<file path="src/rtl/hsng_pkg.sv">
// ----------------------------------------------------------------------------
// hsng_pkg - shared constants and types for the heightmap strip normal block
// Field widths, stream packing offsets, register codes and the job record
// handed from the line-buffer stage to the vertex emitter.
// ----------------------------------------------------------------------------
`default_nettype none

package hsng_pkg;

  localparam int HEIGHT_BITS     = 16;
  localparam int DEF_MAX_WIDTH   = 1024;
  localparam int DEF_MAX_ROWS    = 1024;

  localparam int CFG_W           = 11;
  localparam int POS_W           = 10;
  localparam int NRM_W           = HEIGHT_BITS + 2;
  localparam int NY_W            = 11;
  localparam int LIM_W           = 16;   // compare width for counts and limits
  localparam int WORD_W          = 3 * HEIGHT_BITS;

  localparam logic [NY_W-1:0]  NORMAL_Y  = NY_W'(1024);  // 4.0 in Q3.8
  localparam logic [CFG_W-1:0] CFG_RESET = CFG_W'(1024);

  // stream packing
  localparam int IN_DATA_W   = ((HEIGHT_BITS + 7) / 8) * 8;
  localparam int X_LSB       = 0;
  localparam int Z_LSB       = X_LSB + POS_W;
  localparam int Y_LSB       = Z_LSB + POS_W;
  localparam int NX_LSB      = Y_LSB + HEIGHT_BITS;
  localparam int NY_LSB      = NX_LSB + NRM_W;
  localparam int NZ_LSB      = NY_LSB + NY_W;
  localparam int OUT_FIELD_W = NZ_LSB + NRM_W;
  localparam int OUT_DATA_W  = ((OUT_FIELD_W + 7) / 8) * 8;

  // APB register map
  localparam int APB_ADDR_W = 3;
  localparam int APB_DATA_W = 32;
  localparam logic REG_GRID_WIDTH = 1'b0;
  localparam logic REG_GRID_ROWS  = 1'b1;

  typedef struct packed {
    logic [HEIGHT_BITS-1:0] y;
    logic [NRM_W-1:0]       nx;
    logic [NRM_W-1:0]       nz;
  } vertex_t;

  typedef struct packed {
    logic [POS_W-1:0] x;
    logic [POS_W-1:0] z;
    logic             dup_a;    // row start: vertex a sent twice
    logic             extra_b;  // row end: closing vertex b
    vertex_t          va;
    vertex_t          vb;
  } job_t;

  // 2*(a - b) for signed heights, exact in NRM_W bits
  function automatic logic [NRM_W-1:0] dbl_diff(input logic [HEIGHT_BITS-1:0] a,
                                                input logic [HEIGHT_BITS-1:0] b);
    logic [HEIGHT_BITS:0] d;
    d = {a[HEIGHT_BITS-1], a} - {b[HEIGHT_BITS-1], b};
    return {d, 1'b0};
  endfunction

endpackage

`default_nettype wire

</file>
<file path="src/rtl/hsng_emit.sv">
// ----------------------------------------------------------------------------
// hsng_emit - strip vertex sequencer and output register
// Holds one job and sends its two to four vertices, one per transfer.
// ----------------------------------------------------------------------------
`default_nettype none

module hsng_emit
  import hsng_pkg::*;
(
  input  wire logic                  clk,
  input  wire logic                  rst,
  input  wire logic                  push,
  input  wire job_t                  job_in,
  output logic                       job_ready,
  output logic                       m_tvalid,
  input  wire logic                  m_tready,
  // pos_x, pos_z, pos_y, normal_x, normal_y, normal_z, zero pad (LSB first)
  output logic      [OUT_DATA_W-1:0] m_tdata,
  output logic                       m_tlast
);

  logic       busy;
  job_t       job;
  logic [1:0] idx;
  logic [1:0] last_idx;
  logic       out_free;
  logic       step;
  logic       done;
  logic       is_a;
  vertex_t    vsel;
  logic [POS_W-1:0] zsel;

  assign last_idx  = 2'd1 + {1'b0, job.dup_a} + {1'b0, job.extra_b};
  assign out_free  = !m_tvalid || m_tready;
  assign step      = busy && out_free;
  assign done      = step && (idx == last_idx);
  assign job_ready = !busy || done;

  // order a,(a),b,(b)
  assign is_a = (idx == 2'd0) || ((idx == 2'd1) && job.dup_a);
  assign vsel = is_a ? job.va : job.vb;
  assign zsel = is_a ? job.z : job.z + POS_W'(1);

  always_ff @(posedge clk) begin
    if (rst) begin
      busy     <= 1'b0;
      m_tvalid <= 1'b0;
      idx      <= 2'd0;
    end else begin
      if (step) begin
        m_tvalid <= 1'b1;
        idx      <= idx + 2'd1;
      end else if (m_tready) begin
        m_tvalid <= 1'b0;
      end
      if (done) begin
        busy <= 1'b0;
      end
      if (push) begin
        busy <= 1'b1;
        idx  <= 2'd0;
      end
    end
  end

  always_ff @(posedge clk) begin
    if (push) begin
      job <= job_in;
    end
    if (step) begin
      m_tdata <= OUT_DATA_W'({vsel.nz, NORMAL_Y, vsel.nx, vsel.y, zsel, job.x});
      m_tlast <= (idx == last_idx);
    end
  end

endmodule

`default_nettype wire

</file>
<file path="config.mk">
export PLATFORM = sky130hd
export DESIGN_NAME = hsng_emit
export DESIGN_NICKNAME = d
export VERILOG_FILES = /design/src/rtl/hsng_pkg.sv /design/src/rtl/hsng_emit.sv
export SDC_FILE = /design/constraint.sdc
export NUM_CORES = 1
export LEC_CHECK = 0
export ABC_CLOCK_PERIOD_IN_PS = 4600
export BUFFER_PORTS_ARGS = -buffer_cell sky130_fd_sc_hd__buf_2
export CORE_ASPECT_RATIO = 1.25
export CORE_UTILIZATION = 51
export CTS_BUF_LIST = sky130_fd_sc_hd__clkbuf_4 sky130_fd_sc_hd__clkbuf_8 sky130_fd_sc_hd__clkbuf_16
export DETAILED_ROUTE_END_ITERATION = 6
export PLACE_DENSITY = 0.88
export SLEW_MARGIN = 20
export SYNTH_ARGS = -nofsm -noshare
export SYNTH_HDL_FRONTEND = slang
export SYNTH_SLANG_ARGS = --single-unit
</file>
<file path="constraint.sdc">
create_clock -name clk -period 4.6 [get_ports clk]
set_input_delay 0.46 -clock clk [delete_from_list [all_inputs] [get_ports clk]]
set_output_delay 0.46 -clock clk [all_outputs]
set_load 0.1 [all_outputs]
</file>
==> summary by stage <==
Global routing
After global routing the overflow that remains totals 0. The global routing usage summed across all routing layers is around 18%. Entering global routing, the biggest net connects 60 pins. The number of antenna violations at the first check in global routing was 0. The via count of the first global-routing pass came to 4026.

The first global-routing pass estimated ~20000 um of wire.

Routing
The number of vias in the routed layout is 4151. The final routed DRC violation total is 0. The detail route stage leaves a number of antenna-violating nets equal to 0. In the final routed layout, each cell accounts on average for around 16 um. The initial DRC count is 205. The first detailed-routing pass took 4 iterations. The total length of routed wires is 13400 um.

After detailed routing, the number of vias per cell comes to 4.90.

Timing
For the final routed database, the setup TNS stands at 0 ps. Timing would allow up to 389 MHz. The share of the clock period used by the worst path after layout is 55.9%.

The count of final max-slew check failures is 0. The relative max-transition margin is 52.9%. The setup-violating endpoint count in the final report is 0.

The count of endpoints failing hold in the final timing report came to 0. Setup repair after global routing left no endpoint under its margin. Across all hold checks on the routed design, the worst slack comes to 156 ps.

Between clock sinks in the finished design, the worst skew comes to 9.80 ps. The shortest clock period the worst path allows after layout is 2570 ps. At the pin with the least slew margin, the transition time is 705 ps.

Worst setup path
The slowest library cell on the worst path is sky130_fd_sc_hd__buf_2. The worst setup path is captured at an output port. The critical path contains buffers and inverters numbering 2 combined. Data arrives at the worst endpoint at 2110 ps.

The worst setup path is launched from a flip-flop. The maximum single-stage delay on the critical path is about 460 ps. The signal on the critical path passes through inv_1 -> ha_1 -> xnor2_1 -> o31ai_1 -> buf_2.

The critical path is of the reg -> out type. The cell class contributing the biggest share of worst-path delay is buffers and inverters. The largest fanout on the critical path is 3. At the worst endpoint, the required time is 4140 ps.

Logic synthesis
In this run the mean area of a mapped cell was 16.2 sq um. The number of unique standard cell types used by synthesis is 28. The count of synthesis-stage warnings from yosys is 0. In the synthesized netlist, the number of instances is 445. The number of register bits inferred by synthesis is slightly above 200. The post-synthesis sequential area ratio is 83.8%. The number of synthesized flops with an enable pin is between 150 and 200. The cell area that synthesis handed to floorplanning was 7220 sq um.

Among all flip-flop cells after synthesis, the most frequent one is sky130_fd_sc_hd__edfxtp_1. In the synthesized netlist the async set-or-reset flop fraction comes to 0%.

Clocking
The buffers inserted during post-CTS setup optimization is 0. At the later pin of the worst-skew pair, clock insertion delay measures 470 ps. The total clock buffers created by CTS is 20. Counting along the longest clock path gives a buffer depth of 3. The total number of clock tree sinks is slightly above 200.

The hold buffer count at CTS is 0. The H-tree depth is 1. The clock transition at the registers of the reported paths is 60 ps.

The CTS tree is built. The clock tree root buffer cell is sky130_fd_sc_hd__clkbuf_16. The number of gates resized after cts is 0.

Pwr
Dividing total power by cell area gives a power density of slightly below 500 nW/um^2. The worst ir drop on vdd is 0.000373 V. For this design the static power due to leakage is 0.00373 uW.

Status
The flow ran to the end, and the final reports show no timing, DRC or antenna violations.

Placed design
The final weighted congestion in routability-driven placement is around 0.73. After legalization and detailed placement, the total HPWL measured 9150 um. The count of buffers added on input and output ports is 204.

Die
The core outline area is 13800 sq um. Measured along the x axis, the die boundary spans 108 um. The number of placement rows is 48. The floorplan step set the die height to 135 um.

During I/O placement, the number of pins put on the boundary was 221. The starting density of the core is 52.3%. The floorplan step defined a die boundary enclosing 14600 sq um.

Job
The number of max-cap violations is 0.

Layout
The fraction of layout cells with a size suffix above 1 is 36.8%. The net count of the finished layout is 795. The area added between synthesis and finish is 24.6%.

The number of antenna diodes in the final layout is 0.

Min path
The worst hold path belongs to the class in -> reg.
[cells in the final DEF (no fill, tap or decap), types with 2 or more instances in the layout]
cell type | netlist | final
sky130_fd_sc_hd__inv_1 | 6 | 6
sky130_fd_sc_hd__nand4_1 | 3 | 3
sky130_fd_sc_hd__xor2_1 | 3 | 3
sky130_fd_sc_hd__clkinv_2 | 0 | 5
sky130_fd_sc_hd__buf_4 | 22 | 5
sky130_fd_sc_hd__o21ai_0 | 2 | 2
sky130_fd_sc_hd__dfxtp_1 | 4 | 4
sky130_fd_sc_hd__buf_2 | 5 | 203
sky130_fd_sc_hd__nor3_1 | 2 | 2
sky130_fd_sc_hd__clkbuf_4 | 0 | 3
sky130_fd_sc_hd__clkbuf_16 | 0 | 21
sky130_fd_sc_hd__xnor2_1 | 7 | 7
sky130_fd_sc_hd__clkinv_1 | 0 | 3
sky130_fd_sc_hd__ha_1 | 4 | 4
sky130_fd_sc_hd__edfxtp_1 | 199 | 199
sky130_fd_sc_hd__conb_1 | 2 | 16
sky130_fd_sc_hd__a21oi_1 | 4 | 3
sky130_fd_sc_hd__nor2_1 | 4 | 3
sky130_fd_sc_hd__nand2_1 | 161 | 161
sky130_fd_sc_hd__nand3_1 | 5 | 5
[final timing paths]
check                                              to                from  cells past startpoint  slack, ps
worst max-delay path                        job_ready  job[105]$_DFFE_PP_                      5       2030
worst min-delay path               job[104]$_DFFE_PP_         job_in[104]                      1        160
worst max register to register  m_tdata[82]$_DFFE_PP_   busy$_SDFFE_PP0P_                      3       2380
worst min register to register   m_tdata[9]$_DFFE_PP_  job[125]$_DFFE_PP_                      0        420
[layout make-up]
type,instances,area [sq um]
fill,957,4810
clock inverter,10,75.1
timing repair buffer,208,1050
inverter,6,22.5
sequential,203,6060
multi-input combinational,222,1030
clock buffer,24,548
tap,175,219
[metal layers]
metal  wire length [um]  vias up  share of wire, %  global-route usage, %
li1                   -     1969                 -                      -
met5                  0        -                 0                      0
met3                986       37               7.4                   3.96
met4                393        0               2.9                   7.13
met2               7060      197                53                   32.4
met1               4960     1948                37                   19.8
[sequential cells by signal (all words and copies together) (netlist names)]
signal	flops
job	126
m_tdata	72
idx	2
busy	1
m_tlast	1
m_tvalid	1
[power breakdown]
group          switching [uW]  leakage [uW]  internal (uW)
combinational             574       0.00146            109
sequential               47.2       0.00196           2210
clock                     620      0.000316            904
[Yosys cell counts (2+ instances only)]
master,count,share of area [%]
sky130_fd_sc_hd__edfxtp_1,199,83
sky130_fd_sc_hd__nand2_1,161,8.4
sky130_fd_sc_hd__buf_4,22,2.3
sky130_fd_sc_hd__xnor2_1,7,0.85
sky130_fd_sc_hd__inv_1,6,0.31
sky130_fd_sc_hd__buf_2,5,0.35
sky130_fd_sc_hd__nand3_1,5,0.35
sky130_fd_sc_hd__a21oi_1,4,0.28
sky130_fd_sc_hd__dfxtp_1,4,1.1
sky130_fd_sc_hd__ha_1,4,0.69
sky130_fd_sc_hd__nor2_1,4,0.21
sky130_fd_sc_hd__nand4_1,3,0.26
sky130_fd_sc_hd__xor2_1,3,0.36
sky130_fd_sc_hd__conb_1,2,0.10
sky130_fd_sc_hd__nor3_1,2,0.14
sky130_fd_sc_hd__o21ai_0,2,0.14
[kinds of logic after synthesis]
| group | Yosys count | share of synthesized area [%] |
|---|---|---|
| fa+ha+maj | 4 | 0.693 |
| flops | 203 | 83.8 |
| simple gates | 182 | 10.2 |
| other cells | 2 | 0.104 |
| buf+inv | 34 | 3.00 |
| xor+xnor | 11 | 1.44 |
| compound gates | 9 | 0.728 |
[worst register-to-register path: stages, from the launching register on]
cell and delay (ps):
sky130_fd_sc_hd__dfxtp_1 410, sky130_fd_sc_hd__inv_1 130, sky130_fd_sc_hd__nor2_4 580, sky130_fd_sc_hd__buf_4 690
[per-stage QoR]
stage | power, uW | instances | instance area, sq um | utilization, % | worst slack (ps)
global route | 4600 | 848 | 9000 | 65.2 | 1940
detailed placement | 2980 | 814 | 8380 | 60.6 | 2290
global placement | 2960 | 814 | 8380 | 60.6 | 2380
finish | 4460 | 848 | 9000 | 65.2 | 2030
CTS | 4500 | 848 | 9000 | 65.1 | 2050
floorplan | 2830 | 459 | 7280 | - | 79.4
(Power assumes the default switching activity.)
